### src/design/ppisl_pkg.sv
// ----------------------------------------------------------------------------
// ppisl_pkg
// Shared types and constants for the PPI port and sound latch handshake block.
// ----------------------------------------------------------------------------
`timescale 1ns / 1ps

package ppisl_pkg;

  localparam int CmdW      = 2;
  localparam int InDataW   = 40;
  localparam int OutDataW  = 24;

  typedef enum logic [CmdW-1:0] {
    CMD_PORT_READ  = 2'd0,
    CMD_PORT_WRITE = 2'd1,
    CMD_LATCH_READ = 2'd2,
    CMD_NONE       = 2'd3
  } cmd_e;

  typedef enum logic [0:0] {
    REG_DIP_A = 1'b0,
    REG_DIP_B = 1'b1
  } cfg_reg_e;

  localparam logic [4:0] PORT_P1      = 5'h00;
  localparam logic [4:0] PORT_P2      = 5'h04;
  localparam logic [4:0] PORT_SYS     = 5'h08;
  localparam logic [4:0] PORT_DIPA_0  = 5'h0c;
  localparam logic [4:0] PORT_DIPB_0  = 5'h0d;
  localparam logic [4:0] PORT_DIPA_1  = 5'h0e;
  localparam logic [4:0] PORT_DIPB_1  = 5'h0f;
  localparam logic [4:0] PORT_DIPB_2  = 5'h10;
  localparam logic [4:0] PORT_DIPB_3  = 5'h11;
  localparam logic [4:0] PORT_DIPB_4  = 5'h12;
  localparam logic [4:0] PORT_DIPB_5  = 5'h13;
  localparam logic [4:0] PORT_A       = 5'h14;
  localparam logic [4:0] PORT_B       = 5'h15;
  localparam logic [4:0] PORT_C       = 5'h16;
  localparam logic [4:0] PORT_CTRL    = 5'h17;

  localparam logic [7:0] PC_HI_MASK   = 8'hc0;
  localparam logic [7:0] PC_LO_MASK   = 8'h3f;
  localparam logic [7:0] BYTE_IDLE    = 8'hff;
  localparam logic [2:0] BSR_LAST_BIT = 3'd5;

  typedef struct packed {
    logic [7:0] sound_latch;
    logic [7:0] port_c;
    logic [7:0] disp_mode;
    logic       nmi_mask;
  } ppi_state_t;

  typedef struct packed {
    logic [7:0] disp_mode_out;
    logic [1:0] vram_bank;
    logic       flip;
    logic [1:0] rom_bank;
    logic       nmi_pulse;
    logic [7:0] rdata;
  } result_t;

  typedef struct packed {
    logic [7:0] system_inputs;
    logic [7:0] player_two;
    logic [7:0] player_one;
    logic [7:0] wdata;
    logic [7:0] port;
  } access_t;

endpackage

### src/design/ppisl_decode.sv
// ----------------------------------------------------------------------------
// ppisl_decode
// Port decode, PPI latch update and result formation for one bus access.
// ----------------------------------------------------------------------------
`timescale 1ns / 1ps

module ppisl_decode (
  input  logic [ppisl_pkg::CmdW-1:0] cmd_i,
  input  ppisl_pkg::access_t         acc_i,
  input  logic [7:0]                 dip_a_i,
  input  logic [7:0]                 dip_b_i,
  input  ppisl_pkg::ppi_state_t      state_i,
  output ppisl_pkg::ppi_state_t      state_o,
  output ppisl_pkg::result_t         result_o
);
  import ppisl_pkg::*;

  logic [4:0] port_lo;
  logic [7:0] pc_new;
  logic       pc_load;
  logic [7:0] rdata;
  logic       pulse;
  logic [2:0] bsr_bit;

  assign port_lo = acc_i.port[4:0];
  assign bsr_bit = acc_i.wdata[3:1];

  always_comb begin
    state_o = state_i;
    pc_new  = state_i.port_c;
    pc_load = 1'b0;
    rdata   = BYTE_IDLE;
    case (cmd_e'(cmd_i))
      CMD_PORT_READ: begin
        case (port_lo)
          PORT_P1:     rdata = ~acc_i.player_one;
          PORT_P2:     rdata = ~acc_i.player_two;
          PORT_SYS:    rdata = ~acc_i.system_inputs;
          PORT_DIPA_0,
          PORT_DIPA_1: rdata = dip_a_i;
          PORT_DIPB_0,
          PORT_DIPB_1,
          PORT_DIPB_2,
          PORT_DIPB_3,
          PORT_DIPB_4,
          PORT_DIPB_5: rdata = dip_b_i;
          PORT_A:      rdata = state_i.sound_latch;
          PORT_B:      rdata = state_i.disp_mode;
          PORT_C:      rdata = state_i.port_c;
          default:     rdata = BYTE_IDLE;
        endcase
      end
      CMD_PORT_WRITE: begin
        case (port_lo)
          PORT_A: begin
            state_o.sound_latch = acc_i.wdata;
            pc_new  = state_i.port_c & PC_LO_MASK;
            pc_load = 1'b1;
          end
          PORT_B: begin
            state_o.disp_mode = acc_i.wdata;
          end
          PORT_C: begin
            pc_new  = (state_i.port_c & PC_HI_MASK) | (acc_i.wdata & PC_LO_MASK);
            pc_load = 1'b1;
          end
          PORT_CTRL: begin
            if (!acc_i.wdata[7] && (bsr_bit <= BSR_LAST_BIT)) begin
              pc_new[bsr_bit] = acc_i.wdata[0];
              pc_load         = 1'b1;
            end
          end
          default: begin
          end
        endcase
      end
      CMD_LATCH_READ: begin
        pc_new  = state_i.port_c | PC_HI_MASK;
        pc_load = 1'b1;
        rdata   = state_i.sound_latch;
      end
      default: begin
      end
    endcase
    if (pc_load) begin
      state_o.port_c   = pc_new;
      state_o.nmi_mask = pc_new[7];
    end
  end

  assign pulse = pc_load & state_i.nmi_mask & ~pc_new[7];

  always_comb begin
    result_o.rdata         = rdata;
    result_o.nmi_pulse     = pulse;
    result_o.rom_bank      = state_o.disp_mode[3:2];
    result_o.flip          = state_o.disp_mode[7];
    result_o.vram_bank     = state_o.port_c[2:1];
    result_o.disp_mode_out = state_o.disp_mode;
  end

endmodule

### src/design/ppi_port_and_sound_latch_handshake.sv
// ----------------------------------------------------------------------------
// ppi_port_and_sound_latch_handshake
// Arcade I/O decoder with 8255 PPI latches and sound command latch.
// ----------------------------------------------------------------------------
// Channel   Direction  Content
// s_axis    in         tuser: cmd; tdata: port, wdata, player_one, player_two,
//                      system_inputs
// m_axis    out        tdata: rdata, nmi_pulse, rom_bank, flip, vram_bank,
//                      disp_mode_out
// cfg       in         cfg_index_i: register, cfg_data_i: value (dip_a, dip_b)
//
// One access per cycle unless m_axis stalls; results appear in the next cycle.
// Latches update at the input transfer; the result register holds the answer.
// s_axis_tready_o stays high while the result register is empty or drains.
// Reset loads port C with 0xc0, clears latch and display mode, DIPs to 0xff.
// ----------------------------------------------------------------------------
`timescale 1ns / 1ps

module ppi_port_and_sound_latch_handshake (
  input  logic                           clk_i,
  input  logic                           rst_ni,
  input  logic                           s_axis_tvalid_i,
  output logic                           s_axis_tready_o,
  // port, wdata, player_one, player_two, system_inputs
  input  logic [ppisl_pkg::InDataW-1:0]  s_axis_tdata_i,
  // cmd
  input  logic [ppisl_pkg::CmdW-1:0]     s_axis_tuser_i,
  output logic                           m_axis_tvalid_o,
  input  logic                           m_axis_tready_i,
  // rdata, nmi_pulse, rom_bank, flip, vram_bank, disp_mode_out, zero pad
  output logic [ppisl_pkg::OutDataW-1:0] m_axis_tdata_o,
  input  logic                           cfg_valid_i,
  output logic                           cfg_ready_o,
  input  logic                           cfg_index_i,
  input  logic [7:0]                     cfg_data_i
);
  import ppisl_pkg::*;

  ppi_state_t state_q, state_d;
  result_t    result_d, result_q;
  logic       out_valid_q, out_valid_d;
  logic [7:0] dip_a_q, dip_b_q;
  logic       s_fire;

  assign s_axis_tready_o = ~out_valid_q | m_axis_tready_i;
  assign s_fire          = s_axis_tvalid_i & s_axis_tready_o;
  assign cfg_ready_o     = 1'b1;

  ppisl_decode u_decode (
    .cmd_i    (s_axis_tuser_i),
    .acc_i    (access_t'(s_axis_tdata_i)),
    .dip_a_i  (dip_a_q),
    .dip_b_i  (dip_b_q),
    .state_i  (state_q),
    .state_o  (state_d),
    .result_o (result_d)
  );

  always_comb begin
    out_valid_d = out_valid_q;
    if (s_fire) begin
      out_valid_d = 1'b1;
    end else if (m_axis_tready_i) begin
      out_valid_d = 1'b0;
    end
  end

  always_ff @(posedge clk_i or negedge rst_ni) begin
    if (!rst_ni) begin
      state_q.sound_latch <= 8'h00;
      state_q.port_c      <= PC_HI_MASK;
      state_q.disp_mode   <= 8'h00;
      state_q.nmi_mask    <= 1'b1;
      out_valid_q         <= 1'b0;
      dip_a_q             <= BYTE_IDLE;
      dip_b_q             <= BYTE_IDLE;
    end else begin
      out_valid_q <= out_valid_d;
      if (s_fire) begin
        state_q <= state_d;
      end
      if (cfg_valid_i) begin
        case (cfg_reg_e'(cfg_index_i))
          REG_DIP_A: dip_a_q <= cfg_data_i;
          REG_DIP_B: dip_b_q <= cfg_data_i;
          default: begin
          end
        endcase
      end
    end
  end

  always_ff @(posedge clk_i) begin
    if (s_fire) begin
      result_q <= result_d;
    end
  end

  assign m_axis_tvalid_o = out_valid_q;
  assign m_axis_tdata_o  = {{(OutDataW - $bits(result_t)){1'b0}}, result_q};

endmodule

### config.mk
export PLATFORM = sky130hd
export DESIGN_NAME = ppi_port_and_sound_latch_handshake
export DESIGN_NICKNAME = d
export VERILOG_FILES = /design/src/design/ppisl_pkg.sv /design/src/design/ppisl_decode.sv /design/src/design/ppi_port_and_sound_latch_handshake.sv
export SDC_FILE = /design/constraint.sdc
export NUM_CORES = 1
export LEC_CHECK = 0
export BUFFER_PORTS_ARGS = -buffer_cell sky130_fd_sc_hd__buf_2
export CORE_MARGIN = 8
export CORE_UTILIZATION = 55
export CTS_BUF_LIST = sky130_fd_sc_hd__clkbuf_16
export DETAILED_ROUTE_END_ITERATION = 8
export GPL_ROUTABILITY_DRIVEN = 1
export GPL_TIMING_DRIVEN = 0
export PLACE_DENSITY = 0.81
export SLEW_MARGIN = 10
export SYNTH_ARGS = -nofsm -noshare
export SYNTH_HDL_FRONTEND = slang
export SYNTH_HIERARCHICAL = 1
export SYNTH_SLANG_ARGS = --single-unit
### constraint.sdc
create_clock -name clk_i -period 2.8 [get_ports clk_i]
set_input_delay 0.7 -clock clk_i [delete_from_list [all_inputs] [get_ports clk_i]]
set_output_delay 0.7 -clock clk_i [all_outputs]
set_load 0.1 [all_outputs]
# Word level (Yosys, flattened, before mapping)

Index checks and enable logic that the tools add are counted.

Flip-flop bits (word level): 63
Input bits: 56
Output and inout bits: 27
Logic and storage cells: 83

Order comparisons: 3
Equality and inequality tests: 19
Muxes and demuxes: 16
Bitwise gates (word level): 13
Reduce and logical (&&, ||, !) cells: 17

Operators with widths:

| operator                                                               | number |
|---|---|
| 8-bit one-hot mux with 8 select lines                                  | 1 |
| 5-bit equality test (second input constant)                            | 8 |
| 8-bit one-hot mux with 2 select lines                                  | 2 |
| 5-bit by 4-bit equality test with 1-bit output (second input constant) | 5 |
| 8-bit two-way mux                                                      | 3 |
| 8-bit inverter                                                         | 3 |
| 8-bit one-hot mux with 3 select lines                                  | 1 |
| 8-bit bitwise mux                                                      | 1 |
| 8-bit by 6-bit OR with 8-bit output                                    | 1 |
| 7-bit AND reduction                                                    | 1 |
| 2-bit AND reduction                                                    | 3 |
| 2-bit nonzero test                                                     | 3 |
| 6-bit OR reduction                                                     | 1 |
| 5-bit by 3-bit equality test with 1-bit output (second input constant) | 1 |
| 5-bit logical NOT                                                      | 1 |
| 1-bit inverter                                                         | 5 |
| 5-bit AND reduction                                                    | 1 |
| 3-bit by 4-bit < comparator with 1-bit output (second input constant)  | 1 |
| 1-bit two-way mux                                                      | 4 |
| 4-bit by 3-bit != test with 1-bit output (second input constant)       | 1 |
| 1-bit one-hot mux with 2 select lines                                  | 2 |
| 2-bit OR reduction                                                     | 2 |
| 1-bit AND                                                              | 3 |
| 1-bit demux with 3-bit select                                          | 1 |
| other kinds (12)                                                       | 13 |

# Logic depth before layout (Yosys ltp)

Depth after elaboration: 10
Mapped depth: 9

# Cells and area by module

Netlist, hierarchy kept.

Modules (own cells, without submodules):

| module                             | instances | cells an instance | area each (µm²) | seq. area each (µm²) |
|---|---|---|---|---|
| ppi_port_and_sound_latch_handshake | 1         | 119               | 2,371.0         | 1,735.4 |
| ppisl_decode                       | 1         | 213               | 1,450.1         | 0.0 |

# Worst setup path before layout

OpenSTA, ideal clock, no wires.

Kind: input-to-reg
From: input port s_axis_tuser_i[0] (netlist name)
To: register state_q[11] (netlist name)
Setup time: 0.125 ns
Arrival: 2.810 ns
Required time: 2.675 ns
Path slack: -0.135 ns
Stages on the path: 9
Buffers on the path: 2
Cells stage by stage: inv_1 -> ha_1 -> clkbuf_1 -> nand2_1 -> or4_1 -> or4b_1 -> o2bb2ai_1 -> buf_4 -> mux2_4

RTL lines:

| item                 | RTL line                                 | source |
|---|---|---|
| start, declared      | ppi_port_and_sound_latch_handshake.sv:27 | `input logic [ppisl_pkg::CmdW-1:0] s_axis_tuser_i,` |
| end signal, assigned | ppi_port_and_sound_latch_handshake.sv:80 | `state_q <= state_d;` |
| end, declared        | ppi_port_and_sound_latch_handshake.sv:39 | `ppi_state_t state_q, state_d;` |

==> results.py <==
metrics = {
    "run_status": {
        "status": "completed",
    },
    "drt": {
        "ant_nets": 0,
        "wl_met2_microns": 4800,
        "finalWirelength_microns": 10400,
        "wl_met1_microns": 4400,
        "top_layer": "met4",
        "post_drt_wl_per_cell_microns": 20.8,
        "dr.first_iter.drc_count": 289,
        "drc_errors": 0,
        "viasPerCell": 6.20,
        "met3WireLength_microns": 849,
        "vias": 3107,
        "dr.pass1.iters": 6,
    },
    "placement": {
        "dp_hpwl_microns": 7610,
        "place_ws_ps": -369,
        "place_area_sq_um": 4310,
        "dp.cells": 487,
        "place_congestion": 0.935,
        "port_buffers": 74,
    },
    "timing": {
        "period_share_pct": 98.8,
        "setup_viol": 0,
        "period_minus_slack_ps": 2770,
        "worst_hold_slack_ps": 514,
        "timing_hold_violations_final": 0,
        "slew_headroom_pct": 33.1,
        "fmax_ghz": 0.361,
        "fin_ws_ps": 32.8,
        "final-max-slew-violation-count": 0,
        "clock_skew_ps": 4.59,
        "max_slew.worst_pin.slew_ps": 1000,
        "rsz0062_at_grt": "no",
    },
    "clock_tree": {
        "htreeDepth": 3,
        "postCtsHoldBufs": 0,
        "clk_latency_ps": 330,
        "cts_buffers": 9,
        "cts-root-buf": "clkbuf_16",
        "cts_setup_buffers": 0,
        "cts.reportedPaths.clkPinSlew_ps": 60,
        "cts.sinks": 64,
        "clock_path_buffers": 2,
        "cts_tree": "done",
        "cts-resized-gates": 0,
    },
    "setup_path": {
        "cp-start-kind": "input pin",
        "reg2reg_depth": 4,
        "crit_fanout": 8,
        "end_kind": "register",
        "arrival_ps": 2990,
        "critical_path_required_ps": 3020,
        "path_cells": "buf_2 -> inv_1 -> ha_1 -> clkbuf_8 -> nand2_1 -> or4_4 -> or4b_1 -> o2bb2ai_1 -> buf_4 -> mux2_4",
        "worstReg2RegStart": "m_axis_tvalid_o",
        "max_stage_delay_ps": 540,
        "worst_path_max_delay_cell": "or4_4",
        "crit_type": "in -> reg",
        "worstSetupStartpoint": "s_axis_tuser_i[0]",
    },
    "min_path": {
        "hp-class": "in -> async",
    },
    "finish": {
        "nNetsFinal": 475,
        "drive_gt1_share_pct": 46.8,
        "final_cell_area_sq_um": 4590,
        "syn_to_final_growth_pct": 20.1,
        "fill_cells": 516,
        "antenna_cells": 0,
        "fin_cells": 501,
        "multi_input_comb_area_sq_um": 1820,
        "regArea_sq_um": 1740,
    },
    "floorplanning": {
        "die_width_microns": 99.4,
        "fp.dieArea_sq_um": 9870,
        "io_pins": 83,
        "die_y_microns": 99.4,
        "coreArea_sq_um": 6760,
        "initial_utilization_pct": 56.6,
        "rows": 30,
    },
    "synthesis": {
        "synth.distinct_cells": 59,
        "synth_top_area_share_pct": 17.3,
        "async_flop_share_pct": 65.6,
        "synth_area_leaders": "edfxtp_1 (17%), dfrtp_1 (15%), dfstp_2 (13%), mux2_2 (11%), mux2_4 (7.5%)",
        "yosysWarnings": 6,
        "yosysTopAreaCell": "edfxtp_1",
        "synthFlopType": "dfrtp_1",
        "netlist_area_sq_um": 3820,
        "synth_cells": 332,
        "synth_enable_flop_cells": 22,
        "avgSynthCellArea_sq_um": 11.5,
        "synth-seq-cells": 64,
        "seq_area_frac_synth_pct": 45.4,
        "yosysMostFrequentCell": "mux2_2",
        "synthTopCellsByCount": "mux2_2 (38), dfrtp_1 (23), edfxtp_1 (22)",
    },
    "power": {
        "power.share.combinational_pct": 27.7,
        "finalPower_w": 0.00335,
        "p_leak_nw": 2.08,
        "p_clk_share_pct": 32.4,
        "peakVddDrop_v": 0.000455,
        "power_frac_seq_pct": 39.9,
        "power_density_nw_per_um2": 729,
        "p_int_w": 0.00226,
        "p_switching_w": 0.00109,
        "netSwitchingFraction_pct": 32.4,
    },
    "global_routing": {
        "gr-usage-all-layers_pct": 21.5,
        "grt_pass1_vias": 3163,
        "antenna_found_initial": 0,
        "grt_max_degree": 43,
        "gr-total-overflow": 0,
        "grt_pass1_wl_microns": 16400,
    },
    "flow_run": {
        "max_cap_violations": 0,
    },
}
-- layout by cell type (no fill, tap or decap), types with 10 or more instances in the layout --
master,netlist,final
a21oi_1,12,12
buf_2,5,79
buf_4,17,17
dfrtp_1,23,23
dfstp_2,19,19
edfxtp_1,22,22
inv_1,10,11
mux2_2,38,38
mux2_4,19,19
nand2_1,21,21
nand3_1,10,10
nor2_1,12,12
-- cell families after synthesis --
family	after synthesis	synth area share, %
AND/OR/NAND/NOR	79	11.4
adder cells (fa/ha/maj)	3	0.982
flip-flops	64	45.4
AO/OA/AOI/OAI	76	14.9
multiplexers	62	20.0
other	2	0.197
buffers and inverters	46	7.14
-- area by class of cell --
type | count | area share, %
Multi-Input combinational cell | 223 | 39.7
Sequential cell | 64 | 37.8
Timing Repair Buffer | 74 | 8.07
Buffer | 34 | 5.18
Clock buffer | 9 | 4.91
Tap cell | 80 | 2.18
Clock inverter | 7 | 1.39
Inverter | 10 | 0.818
-- worst max-delay path, delay by kind of cell --
kind                       cells  cell delay, ps
and+or+nand+nor                3            1120
buffers and inverters          4             450
adders and majority gates      1             310
muxes                          1             250
AOI/OAI and AO/OA              1             150
-- per-stage QoR --
stage | TNS, ps | util [%]
CTS | 0 | 68.0
finish | 0 | 67.9
global route | 0 | 67.9
floorplan | -13.5 | -
global placement | -2200 | 63.8
detailed placement | -2740 | 63.8
-- sequential cells by signal (all words and copies together), names as in the netlist --
signal / count
state_q: 25
m_axis_tdata_o: 22
dip_a_q: 8
dip_b_q: 8
m_axis_tvalid_o: 1
-- path summary, 6_finish.rpt --
path	end	slack [ps]
min in group clk_i	state_q[2]	550
worst max-delay path	state_q[11]	30
max in group asynchronous	state_q[14]	1680
worst min register to register	state_q[2]	550
worst max register to register	m_axis_tdata_o[5]	960
worst min-delay path	state_q[10]	510
-- power by group through the flow --
stage	logic (W)	clock network, W	registers [W]
floorplan	0.000500	0	0.00155
CTS	0.000929	0.00110	0.00133
global placement	0.000901	0	0.00133
global route	0.000981	0.00114	0.00135
finish	0.000928	0.00108	0.00133
detailed placement	0.000925	0	0.00134
-- per-layer routing --
layer,track usage [%],vias to the layer above
li1,-,1416
met4,11.5,0
met1,27.5,1483
met3,5.17,36
met5,0,-
met2,32.6,172
Note: power is estimated with default switching activity, not from simulation.
